`config.mk`:
```
export PLATFORM = sky130hd
export DESIGN_NAME = utf16be_to_utf8_transcoder_core_flat
export DESIGN_NICKNAME = d
export VERILOG_FILES = /design/src/u16u8_pkg.sv /design/src/u16u8_in_if.sv /design/src/u16u8_out_if.sv /design/src/u16u8_front.sv /design/src/u16u8_queue.sv /design/src/u16u8_back.sv /design/src/utf16be_to_utf8_transcoder_core.sv /design/src/flat_wrapper.sv
export SDC_FILE = /design/constraint.sdc
export NUM_CORES = 1
export LEC_CHECK = 0
export ABC_AREA = 1
export CORE_ASPECT_RATIO = 1.25
export CORE_MARGIN = 2
export CORE_UTILIZATION = 55
export DETAILED_ROUTE_END_ITERATION = 8
export DONT_BUFFER_PORTS = 1
export PLACE_DENSITY = 0.7
export SLEW_MARGIN = 25
export SYNTH_ARGS = -nofsm -noshare
export SYNTH_HDL_FRONTEND = slang
export SYNTH_SLANG_ARGS = --single-unit
```
`constraint.sdc`:
```
create_clock -name i_clk -period 8 [get_ports i_clk]
set_input_delay 0.8 -clock i_clk [delete_from_list [all_inputs] [get_ports i_clk]]
set_output_delay 0.8 -clock i_clk [all_outputs]
set_load 0.005 [all_outputs]
```
`src/u16u8_pkg.sv`:
```
`timescale 1ns / 1ps
`default_nettype none
package u16u8_pkg;

    localparam logic [1:0] ERR_NONE      = 2'd0;
    localparam logic [1:0] ERR_LONE_LOW  = 2'd1;
    localparam logic [1:0] ERR_UNPAIRED  = 2'd2;
    localparam logic [1:0] ERR_ODD_LEN   = 2'd3;

    typedef logic [7:0] t_byte;

    // One decoded code point or fault, as a run of one to four output bytes.
    typedef struct packed {
        t_byte [3:0] bytes;      // bytes[0] goes out first
        logic  [1:0] last_idx;   // index of the final byte of the run
        logic        eos;
        logic  [1:0] err;
    } t_job;

endpackage
`default_nettype wire

```
`src/u16u8_in_if.sv`:
```
`timescale 1ns / 1ps
`default_nettype none
interface u16u8_in_if;
    logic       valid;
    logic       ready;
    logic [7:0] in_byte;
    logic       last_byte;

    modport source (output valid, output in_byte, output last_byte, input ready);
    modport sink   (input valid, input in_byte, input last_byte, output ready);
endinterface
`default_nettype wire

```
`src/u16u8_out_if.sv`:
```
`timescale 1ns / 1ps
`default_nettype none
interface u16u8_out_if;
    logic       valid;
    logic       ready;
    logic [7:0] out_byte;
    logic       end_of_string;
    logic [1:0] error_kind;

    modport source (output valid, output out_byte, output end_of_string,
                    output error_kind, input ready);
    modport sink   (input valid, input out_byte, input end_of_string,
                    input error_kind, output ready);
endinterface
`default_nettype wire

```
`src/u16u8_front.sv`:
```
`timescale 1ns / 1ps
`default_nettype none
module u16u8_front
    import u16u8_pkg::*;
(
    input  wire logic i_clk,
    input  wire logic i_rst_n,
    u16u8_in_if.sink  i_in,
    input  wire logic i_q_full,
    output logic      o_push,
    output t_job      o_job
);

    logic       r_phase, n_phase;
    t_byte      r_high, n_high;
    logic       r_pend, n_pend;
    logic [9:0] r_pend_bits, n_pend_bits;
    logic       r_discard, n_discard;

    logic        accept;
    logic [15:0] unit;
    logic        is_high_sur;
    logic        is_low_sur;
    logic        last;
    logic [20:0] pair_cp;

    function automatic t_job encode(input logic [20:0] cp, input logic eos);
        t_job j;
        j.bytes = '0;
        j.eos   = eos;
        j.err   = ERR_NONE;
        if (cp < 21'h80) begin
            j.bytes[0] = {1'b0, cp[6:0]};
            j.last_idx = 2'd0;
        end else if (cp < 21'h800) begin
            j.bytes[0] = {3'b110, cp[10:6]};
            j.bytes[1] = {2'b10, cp[5:0]};
            j.last_idx = 2'd1;
        end else if (cp < 21'h10000) begin
            j.bytes[0] = {4'b1110, cp[15:12]};
            j.bytes[1] = {2'b10, cp[11:6]};
            j.bytes[2] = {2'b10, cp[5:0]};
            j.last_idx = 2'd2;
        end else begin
            j.bytes[0] = {5'b11110, cp[20:18]};
            j.bytes[1] = {2'b10, cp[17:12]};
            j.bytes[2] = {2'b10, cp[11:6]};
            j.bytes[3] = {2'b10, cp[5:0]};
            j.last_idx = 2'd3;
        end
        return j;
    endfunction

    function automatic t_job fault(input logic [1:0] kind);
        t_job j;
        j.bytes    = '0;
        j.last_idx = 2'd0;
        j.eos      = 1'b1;
        j.err      = kind;
        return j;
    endfunction

    assign i_in.ready  = !i_q_full;
    assign accept      = i_in.valid && !i_q_full;
    assign last        = i_in.last_byte;
    assign unit        = {r_high, i_in.in_byte};
    assign is_high_sur = (unit[15:10] == 6'b110110);
    assign is_low_sur  = (unit[15:10] == 6'b110111);
    // 0x10000 + (high bits << 10) + low bits
    assign pair_cp     = {11'({1'b0, r_pend_bits} + 11'h40), unit[9:0]};

    always_comb begin
        n_phase     = r_phase;
        n_high      = r_high;
        n_pend      = r_pend;
        n_pend_bits = r_pend_bits;
        n_discard   = r_discard;
        o_push      = 1'b0;
        o_job       = fault(ERR_NONE);
        if (accept) begin
            if (r_discard) begin
                if (last) begin
                    n_discard = 1'b0;
                end
            end else if (!r_phase) begin
                if (last) begin
                    o_push      = 1'b1;
                    o_job       = fault(ERR_ODD_LEN);
                    n_pend      = 1'b0;
                    n_pend_bits = '0;
                end else begin
                    n_high  = i_in.in_byte;
                    n_phase = 1'b1;
                end
            end else begin
                n_phase = 1'b0;
                n_high  = '0;
                if (r_pend) begin
                    o_push      = 1'b1;
                    n_pend      = 1'b0;
                    n_pend_bits = '0;
                    if (!is_low_sur) begin
                        o_job     = fault(ERR_UNPAIRED);
                        n_discard = !last;
                    end else begin
                        o_job = encode(pair_cp, last);
                    end
                end else if (is_high_sur) begin
                    if (last) begin
                        o_push = 1'b1;
                        o_job  = fault(ERR_UNPAIRED);
                    end else begin
                        n_pend      = 1'b1;
                        n_pend_bits = unit[9:0];
                    end
                end else if (is_low_sur) begin
                    o_push    = 1'b1;
                    o_job     = fault(ERR_LONE_LOW);
                    n_discard = !last;
                end else begin
                    o_push = 1'b1;
                    o_job  = encode({5'd0, unit}, last);
                end
            end
        end
    end

    always_ff @(posedge i_clk) begin
        if (!i_rst_n) begin
            r_phase     <= 1'b0;
            r_high      <= '0;
            r_pend      <= 1'b0;
            r_pend_bits <= '0;
            r_discard   <= 1'b0;
        end else begin
            r_phase     <= n_phase;
            r_high      <= n_high;
            r_pend      <= n_pend;
            r_pend_bits <= n_pend_bits;
            r_discard   <= n_discard;
        end
    end

endmodule
`default_nettype wire

```
`src/u16u8_queue.sv`:
```
`timescale 1ns / 1ps
`default_nettype none
module u16u8_queue
    import u16u8_pkg::*;
(
    input  wire logic i_clk,
    input  wire logic i_rst_n,
    input  wire logic i_push,
    input  wire t_job i_job,
    output logic      o_full,
    input  wire logic i_pop,
    output logic      o_valid,
    output t_job      o_job
);

    t_job       r_mem [2];
    logic       r_wr, r_rd;
    logic [1:0] r_count;

    assign o_full  = (r_count == 2'd2);
    assign o_valid = (r_count != 2'd0);
    assign o_job   = r_mem[r_rd];

    always_ff @(posedge i_clk) begin
        if (i_push) begin
            r_mem[r_wr] <= i_job;
        end
    end

    always_ff @(posedge i_clk) begin
        if (!i_rst_n) begin
            r_wr    <= 1'b0;
            r_rd    <= 1'b0;
            r_count <= '0;
        end else begin
            if (i_push) begin
                r_wr <= !r_wr;
            end
            if (i_pop) begin
                r_rd <= !r_rd;
            end
            case ({i_push, i_pop})
                2'b10:   r_count <= r_count + 2'd1;
                2'b01:   r_count <= r_count - 2'd1;
                default: r_count <= r_count;
            endcase
        end
    end

endmodule
`default_nettype wire

```
`src/u16u8_back.sv`:
```
`timescale 1ns / 1ps
`default_nettype none
module u16u8_back
    import u16u8_pkg::*;
(
    input  wire logic   i_clk,
    input  wire logic   i_rst_n,
    input  wire logic   i_job_valid,
    input  wire t_job   i_job,
    output logic        o_pop,
    u16u8_out_if.source o_out
);

    t_job       r_job;
    logic       r_busy;
    logic [1:0] r_idx;
    logic       r_out_valid;
    t_byte      r_out_byte;
    logic       r_out_eos;
    logic [1:0] r_out_err;

    logic out_free;
    logic at_last;
    logic done_cur;

    assign out_free = !r_out_valid || o_out.ready;
    assign at_last  = (r_idx == r_job.last_idx);
    assign done_cur = r_busy && out_free && at_last;
    // Load the next run as the current one hands over its final byte.
    assign o_pop    = i_job_valid && (!r_busy || done_cur);

    assign o_out.valid         = r_out_valid;
    assign o_out.out_byte      = r_out_byte;
    assign o_out.end_of_string = r_out_eos;
    assign o_out.error_kind    = r_out_err;

    always_ff @(posedge i_clk) begin
        if (o_pop) begin
            r_job <= i_job;
        end
        if (r_busy && out_free) begin
            r_out_byte <= r_job.bytes[r_idx];
            r_out_eos  <= r_job.eos && at_last;
            r_out_err  <= r_job.err;
        end
    end

    always_ff @(posedge i_clk) begin
        if (!i_rst_n) begin
            r_busy      <= 1'b0;
            r_idx       <= '0;
            r_out_valid <= 1'b0;
        end else begin
            if (o_pop) begin
                r_busy <= 1'b1;
                r_idx  <= '0;
            end else if (done_cur) begin
                r_busy <= 1'b0;
            end else if (r_busy && out_free) begin
                r_idx <= r_idx + 2'd1;
            end
            if (r_busy && out_free) begin
                r_out_valid <= 1'b1;
            end else if (o_out.ready) begin
                r_out_valid <= 1'b0;
            end
        end
    end

endmodule
`default_nettype wire

```
`src/utf16be_to_utf8_transcoder_core.sv`:
```
// Path: a code point is queued, loaded as the current run, then its bytes leave a register.
// Throughput: one input beat per cycle while the 2-entry run queue has room; one output
// beat per cycle while the sink is ready, so output may reach 1.5 bytes per input byte
// (a unit from 0x0800 up gives 3 bytes for 2 input bytes).
// Reset: synchronous, active low; clears decoder state, queue and output valid.
`timescale 1ns / 1ps
`default_nettype none
module utf16be_to_utf8_transcoder_core
    import u16u8_pkg::*;
(
    input  wire logic   i_clk,
    input  wire logic   i_rst_n,
    u16u8_in_if.sink    i_in,
    u16u8_out_if.source o_out
);

    logic q_full;
    logic push;
    t_job push_job;
    logic q_valid;
    t_job q_job;
    logic pop;

    u16u8_front u_front (
        .i_clk    (i_clk),
        .i_rst_n  (i_rst_n),
        .i_in     (i_in),
        .i_q_full (q_full),
        .o_push   (push),
        .o_job    (push_job)
    );

    u16u8_queue u_queue (
        .i_clk   (i_clk),
        .i_rst_n (i_rst_n),
        .i_push  (push),
        .i_job   (push_job),
        .o_full  (q_full),
        .i_pop   (pop),
        .o_valid (q_valid),
        .o_job   (q_job)
    );

    u16u8_back u_back (
        .i_clk       (i_clk),
        .i_rst_n     (i_rst_n),
        .i_job_valid (q_valid),
        .i_job       (q_job),
        .o_pop       (pop),
        .o_out       (o_out)
    );

endmodule
`default_nettype wire
```
`src/flat_wrapper.sv`:
```
// flat-port wrapper written by rule: the top's interface ports become plain ports
module utf16be_to_utf8_transcoder_core_flat import u16u8_pkg::*;
  (i_clk, i_rst_n, i_in_valid, i_in_in_byte, i_in_last_byte, i_in_ready, o_out_valid, o_out_out_byte, o_out_end_of_string, o_out_error_kind, o_out_ready);
  u16u8_in_if i_in_i ();
  u16u8_out_if o_out_i ();
  input  wire logic i_clk;
  input  wire logic i_rst_n;
  input wire logic [$bits(i_in_i.valid)-1:0] i_in_valid;
  input wire logic [$bits(i_in_i.in_byte)-1:0] i_in_in_byte;
  input wire logic [$bits(i_in_i.last_byte)-1:0] i_in_last_byte;
  output wire logic [$bits(i_in_i.ready)-1:0] i_in_ready;
  output wire logic [$bits(o_out_i.valid)-1:0] o_out_valid;
  output wire logic [$bits(o_out_i.out_byte)-1:0] o_out_out_byte;
  output wire logic [$bits(o_out_i.end_of_string)-1:0] o_out_end_of_string;
  output wire logic [$bits(o_out_i.error_kind)-1:0] o_out_error_kind;
  input wire logic [$bits(o_out_i.ready)-1:0] o_out_ready;
  assign i_in_i.valid = i_in_valid;
  assign i_in_i.in_byte = i_in_in_byte;
  assign i_in_i.last_byte = i_in_last_byte;
  assign i_in_ready = i_in_i.ready;
  assign o_out_valid = o_out_i.valid;
  assign o_out_out_byte = o_out_i.out_byte;
  assign o_out_end_of_string = o_out_i.end_of_string;
  assign o_out_error_kind = o_out_i.error_kind;
  assign o_out_i.ready = o_out_ready;
  utf16be_to_utf8_transcoder_core u_core (.i_clk(i_clk), .i_rst_n(i_rst_n), .i_in(i_in_i), .o_out(o_out_i));
endmodule
```
; ---- Yosys cells after proc, flatten, opt, wreduce, memory -nomap -nowiden
; Memory sizes are Yosys's and may differ from the RTL's. A register that Yosys moved wholly into a read port is not among the register bits.
; Index checks and enable logic that the tools add are counted.
[totals]
mem_count = 1
regBits = 40
output_inout_bits = 13
mem_bits_rw = 74
word_cells = 114
input_bits = 13
[mem_list]
columns = memory, depth, word_bits, rd, rd_clocked_by_memory_dff, wr, line_no
row1 = u_core.u_queue.r_mem, 2, 37, 1, 1, 1, u16u8_queue.sv:16  ; t_job r_mem [2];
[op_classes]
n_reduce_logical = 24
n_bitwise = 3
order_cmp = 6
n_eq_ne = 9
addsub = 4
n_mux = 53
[op_table]
columns = op, count
row1 = $mux 37, 7
row2 = $mux 24, 3
row3 = $mux 10, 7
row4 = $mux 8, 5
row5 = $mux 16, 2
row6 = $mux 1, 24
row7 = $lt 21x12->1 const B, 1
row8 = $lt 21x17->1 const B, 1
row9 = $lt 21x8->1 const B, 1
row10 = $mux 18, 1
row11 = $bmux 8 s2, 1
row12 = $lt 16x12->1 const B, 1
row13 = $lt 16x8->1 const B, 1
row14 = $eq 6x6->1 const B, 2
row15 = $add 10x7->11 const B, 1
row16 = $reduce_bool 2->1, 5
row17 = $logic_not 1->1, 6
row18 = $reduce_and 3->1, 2
row19 = $logic_and 1x1->1, 5
row20 = $reduce_and 5->1, 1
row21 = $add 2x1->2 const B, 2
row22 = $eq 2x2->1 const B, 2
row23 = $mux 2, 2
row24 = $pmux 2 s2, 1
row25 = other kinds (11), 15

; ---- Depth between registers and ports, before layout
[logic_depth]
ltp_word = 10
depth_mapped = 13
ltp_nobuf = 13

; ---- Hierarchy
; Synthesis repeated with hierarchy kept, for this count alone.
[unflattened]
hier_cells = 638
hier_area_um2 = 7038.0
[modules_own_cells]
columns = module, area_per_inst_um2, seq_area_each_um2, n_inst, cells_per_inst
row1 = u16u8_queue, 3049.2, 2322.2, 1, 150
row2 = u16u8_front, 2072.0, 420.4, 1, 358
row3 = u16u8_back, 1916.8, 1521.5, 1, 130

; ---- Worst setup path before layout
; OpenSTA, ideal clock, no wires.
[synth_path]
kind = input -> register
startpoint = input port i_in_valid
endpoint = memory u_core.u_queue.r_mem[1][0] (netlist name), enable pin
n_path_buf = 0
t_required_ns = 7.577
cell_stages = 6
setup_slack_ns = 4.862
setup_ns = 0.423
arrival_time_ns = 2.715
path_cell_list = nand2_1 -> nor2_2 -> inv_1 -> nor2_4 -> nand2_1 -> nor2_1
[synth_via]
elab_chain_len = 4
[synth_rtl]
columns = element, line_no
row1 = start: declaration, flat_wrapper.sv:8  ; input wire logic [$bits(i_in_i.valid)-1:0] i_in_valid;
row2 = $logic_and 1x1->1, u16u8_front.sv:64  ; assign accept = i_in.valid && !i_q_full;
row3 = $mux 1, u16u8_front.sv:80  ; if (accept) begin
row4 = $mux 1, u16u8_queue.sv:25  ; if (i_push) begin
row5 = $mux 1 (implied by the code), u16u8_queue.sv:26  ; r_mem[r_wr] <= i_job;
row6 = end: declaration, u16u8_queue.sv:16
; Every way passes these cells.

==> metrics.log <==
INFO  metric status = finished clean
INFO  metric die_height = 122 um
INFO  metric postCtsSetupRepairBufs = 0
INFO  metric n_fill_cell = 898
INFO  metric setup_viol = 0
INFO  metric first_global_vias = approximately 4400
INFO  metric number_of_nets_in_the_layout = about 680
INFO  metric critical_path_class = register to register
INFO  metric cts_hold_buffers = 0
INFO  metric max_clock_freq = roughly 340 MHz
INFO  metric portBuffers = 0
INFO  metric cts.clk_slew.worst_paths = around 0.060 ns
INFO  metric antenna_found_initial = 0
INFO  metric cts_sinks = 136
INFO  metric timing.critical_path.fanout_max = 19
INFO  metric placeableCoreArea = between 10000 and 15000 um^2
INFO  metric post_cts_gate_resize_count = 0
INFO  metric n_antenna_cell = 0
INFO  metric final_antenna_net_count = 0
INFO  metric kind_of_end_point_of_the_critical_path = register
INFO  metric viasPerCell = about 5.5
INFO  metric synth_fp_nets = roughly 680
INFO  metric iteration_count_of_the_initial_detailed_routing_pass = 5
INFO  metric worst-endpoint-arrival = ~3.1 ns
INFO  metric cts.root.buffer_cell = sky130_fd_sc_hd__clkbuf_16
INFO  metric worstSkewPairLatency = 0.41 ns
INFO  metric pin_count = 26
INFO  metric layout_commonest_cell = sky130_fd_sc_hd__nand2_1
INFO  metric detailed_place_hpwl = 9.83 mm
INFO  metric time_the_worst_path_needs_with_i_o_delays_and_setup = about 3 ns
INFO  metric actual_transition_at_the_worst_max_transition_pin = 0.999 ns
INFO  metric grt.overflow.total = 0
INFO  metric layout_common_cells = sky130_fd_sc_hd__nand2_1, sky130_fd_sc_hd__edfxtp_1, sky130_fd_sc_hd__nor2_1, sky130_fd_sc_hd__inv_1, sky130_fd_sc_hd__a21oi_1
INFO  metric routabilityCongestion = about 0.91
INFO  metric seq_area_frac_synth = 0.622
INFO  metric whs = approximately 0.42 ns
INFO  metric drv.max_cap_violation_count = 0
INFO  metric pleak = around 2.7 nW
INFO  metric cts_tree = done
INFO  metric numCtsBuffers = 17
INFO  metric wl_per_cell = between 15 and 20 um
INFO  metric grt_start_max_net_pins = 35
INFO  metric die-area = 12000 um^2
INFO  metric wire_length_of_the_first_global_routing_pass = 22.1 mm
INFO  metric drt_first_iter_violations = roughly 270
INFO  metric post-route-cell-area = a little under 7000 um^2
INFO  metric layout-drive-gt1-share = 0.0741
INFO  metric area_delta_synth_final = 13.1%
INFO  metric drt-total-wl = around 14 mm
INFO  metric peak_supply_drop = approximately 0.00015 V
INFO  metric clock_tree.buffer_depth = 2
INFO  metric start_util = 0.556
INFO  metric min_path_type = register to register
INFO  metric power.density = 330 nW/um^2
INFO  metric synth.yosys.warnings = 0
INFO  metric design_power_total = 2.28 mW
INFO  metric cts_max_level = 4
INFO  metric cells_after_synth = 660
INFO  metric placedInstanceArea = just over 6000 um^2
INFO  metric r2r_slack = 5.03 ns
INFO  metric timing.critical_path.from_type = register
INFO  metric rsz_0062_raised_after_global_routing = no
INFO  metric grt_util_all_layers = 0.240
INFO  metric layout_worst_path_cycle_share = 0.371
INFO  metric post_synth.cell_area_avg = 9.24 um^2
INFO  metric synth_cell_types = 28
INFO  metric fin_setup_tns = 0 ns
INFO  metric hold_viol = 0
INFO  metric core.rowCount = 43
INFO  metric vias = around 4500
INFO  metric postSynthRegisterBits = roughly 140
INFO  metric drc = 0
INFO  metric mappedNetlistArea = roughly 6100 um^2
INFO  metric fp.dieW = approximately 98 um
INFO  metric critPathRequiredTime = between 8 and 9 ns
INFO  metric timing.clock.skew = about 0.0093 ns
INFO  metric final_max_slew_viol_count = 0
INFO  metric slew_headroom = 0.331
-- worst max-delay path, stage by stage, from the launching register on --
cell and delay (ns):
sky130_fd_sc_hd__dfxtp_1 0.68, sky130_fd_sc_hd__ha_1 0.30, sky130_fd_sc_hd__nand2_1 0.07, sky130_fd_sc_hd__nand2_1 0.09, sky130_fd_sc_hd__nand3_1 0.14, sky130_fd_sc_hd__nor2_4 0.36, sky130_fd_sc_hd__nand2_1 0.38, sky130_fd_sc_hd__inv_2 0.21
sky130_fd_sc_hd__nand2_1 0.14, sky130_fd_sc_hd__inv_1 0.13, sky130_fd_sc_hd__a21oi_1 0.08, sky130_fd_sc_hd__nand2_1 0.06, sky130_fd_sc_hd__nand2_1 0.07
-- flip-flops by register name, indices dropped and copies added (netlist names) --
signal                             flops
u_core.u_back.r_job                   32
u_core.u_front.r_pend_bits            10
u_core.u_front.r_pend                  1
u_core.u_queue.r_rd                    1
u_core.u_front.r_discard               1
u_core.u_back.o_out.error_kind         2
u_core.u_queue.r_count                 2
u_core.u_back.r_idx                    2
u_core.u_back.r_busy                   1
u_core.u_back.o_out.out_byte           8
u_core.u_queue.r_wr                    1
u_core.u_front.r_high                  8
u_core.u_back.o_out.valid              1
u_core.u_back.o_out.end_of_string      1
u_core.u_front.r_phase                 1
u_core.u_queue.r_mem                  64
-- layer usage --
metal  track usage  vias to the layer above  wire length, um
met3        0.0568                       40              542
met2         0.416                      129             6920
met4         0.122                        0              576
met5             0                        -                0
met1         0.278                     2093             5510
li1              -                     2225                -
-- synth_stat cells --
cell | count | area (um^2)
sky130_fd_sc_hd__a211oi_1 | 1 | 7.51
sky130_fd_sc_hd__a21oi_1 | 46 | 230
sky130_fd_sc_hd__a221oi_1 | 1 | 8.76
sky130_fd_sc_hd__buf_2 | 3 | 15.0
sky130_fd_sc_hd__clkbuf_1 | 17 | 63.8
sky130_fd_sc_hd__clkinv_1 | 2 | 7.51
sky130_fd_sc_hd__dfxtp_1 | 29 | 581
sky130_fd_sc_hd__edfxtp_1 | 107 | 3210
sky130_fd_sc_hd__ha_1 | 2 | 25.0
sky130_fd_sc_hd__inv_1 | 56 | 210
sky130_fd_sc_hd__inv_2 | 2 | 7.51
sky130_fd_sc_hd__nand2_1 | 205 | 769
sky130_fd_sc_hd__nand2_2 | 2 | 12.5
sky130_fd_sc_hd__nand3_1 | 35 | 175
sky130_fd_sc_hd__nand3b_1 | 1 | 7.51
sky130_fd_sc_hd__nand4_1 | 9 | 56.3
sky130_fd_sc_hd__nor2_1 | 72 | 270
sky130_fd_sc_hd__nor2_2 | 2 | 12.5
sky130_fd_sc_hd__nor2_4 | 6 | 67.6
sky130_fd_sc_hd__nor3_1 | 4 | 20.0
sky130_fd_sc_hd__nor3_2 | 2 | 20.0
sky130_fd_sc_hd__o211ai_1 | 5 | 37.5
sky130_fd_sc_hd__o21ai_0 | 34 | 170
sky130_fd_sc_hd__o21ai_1 | 4 | 20.0
sky130_fd_sc_hd__o22ai_1 | 7 | 43.8
sky130_fd_sc_hd__o31ai_1 | 3 | 22.5
sky130_fd_sc_hd__xnor2_1 | 2 | 17.5
sky130_fd_sc_hd__xor2_1 | 1 | 8.76
-- logic make-up after synthesis --
family	after synthesis	share of synthesized area
AND/OR/NAND/NOR	338	0.231
flip-flops	136	0.622
AO/OA/AOI/OAI	101	0.0886
buffers and inverters	80	0.0498
XOR/XNOR	3	0.00431
adder cells (fa/ha/maj)	2	0.00410
-- final cells by class --
| type | instances | area (um^2) | area share |
|---|---|---|---|
| well taps | 135 | 169 | 0.0245 |
| flip-flops and latches | 136 | 3790 | 0.550 |
| multi-input cells | 444 | 2010 | 0.291 |
| clock inverters | 12 | 221 | 0.0321 |
| repair buffers | 3 | 22.5 | 0.00327 |
| clock buffers | 20 | 457 | 0.0662 |
| inverters | 60 | 225 | 0.0327 |
-- final timing paths --
check / cells after the start / to / from
worst min register to register: 0 / u_core.u_back.o_out.error_kind[0] / u_core.u_back.r_job[0]
worst min-delay path: 0 / u_core.u_back.o_out.error_kind[0] / u_core.u_back.r_job[0]
worst max register to register: 12 / u_core.u_queue.r_mem[1][7] / u_core.u_front.r_pend_bits[6]
worst max-delay path: 12 / u_core.u_queue.r_mem[1][7] / u_core.u_front.r_pend_bits[6]
-- report_power, final --
group	internal [mW]	switching [mW]	total, mW
clock	0.600	0.282	0.882
combinational	0.0992	0.258	0.357
sequential	0.963	0.0770	1.04
total	1.66	0.616	2.28
-- stage by stage --
stage | std cells | setup slack (ns) | util
6_report | 810 | 5.03 | 0.628
5_1_grt | 810 | 4.81 | 0.628
4_1_cts | 810 | 5.06 | 0.628
3_5_place_dp | 778 | 5.11 | 0.567
3_3_place_gp | 778 | 5.16 | 0.567
2_1_floorplan | 660 | 4.86 | -
Note: power is estimated with default switching activity, not from simulation.
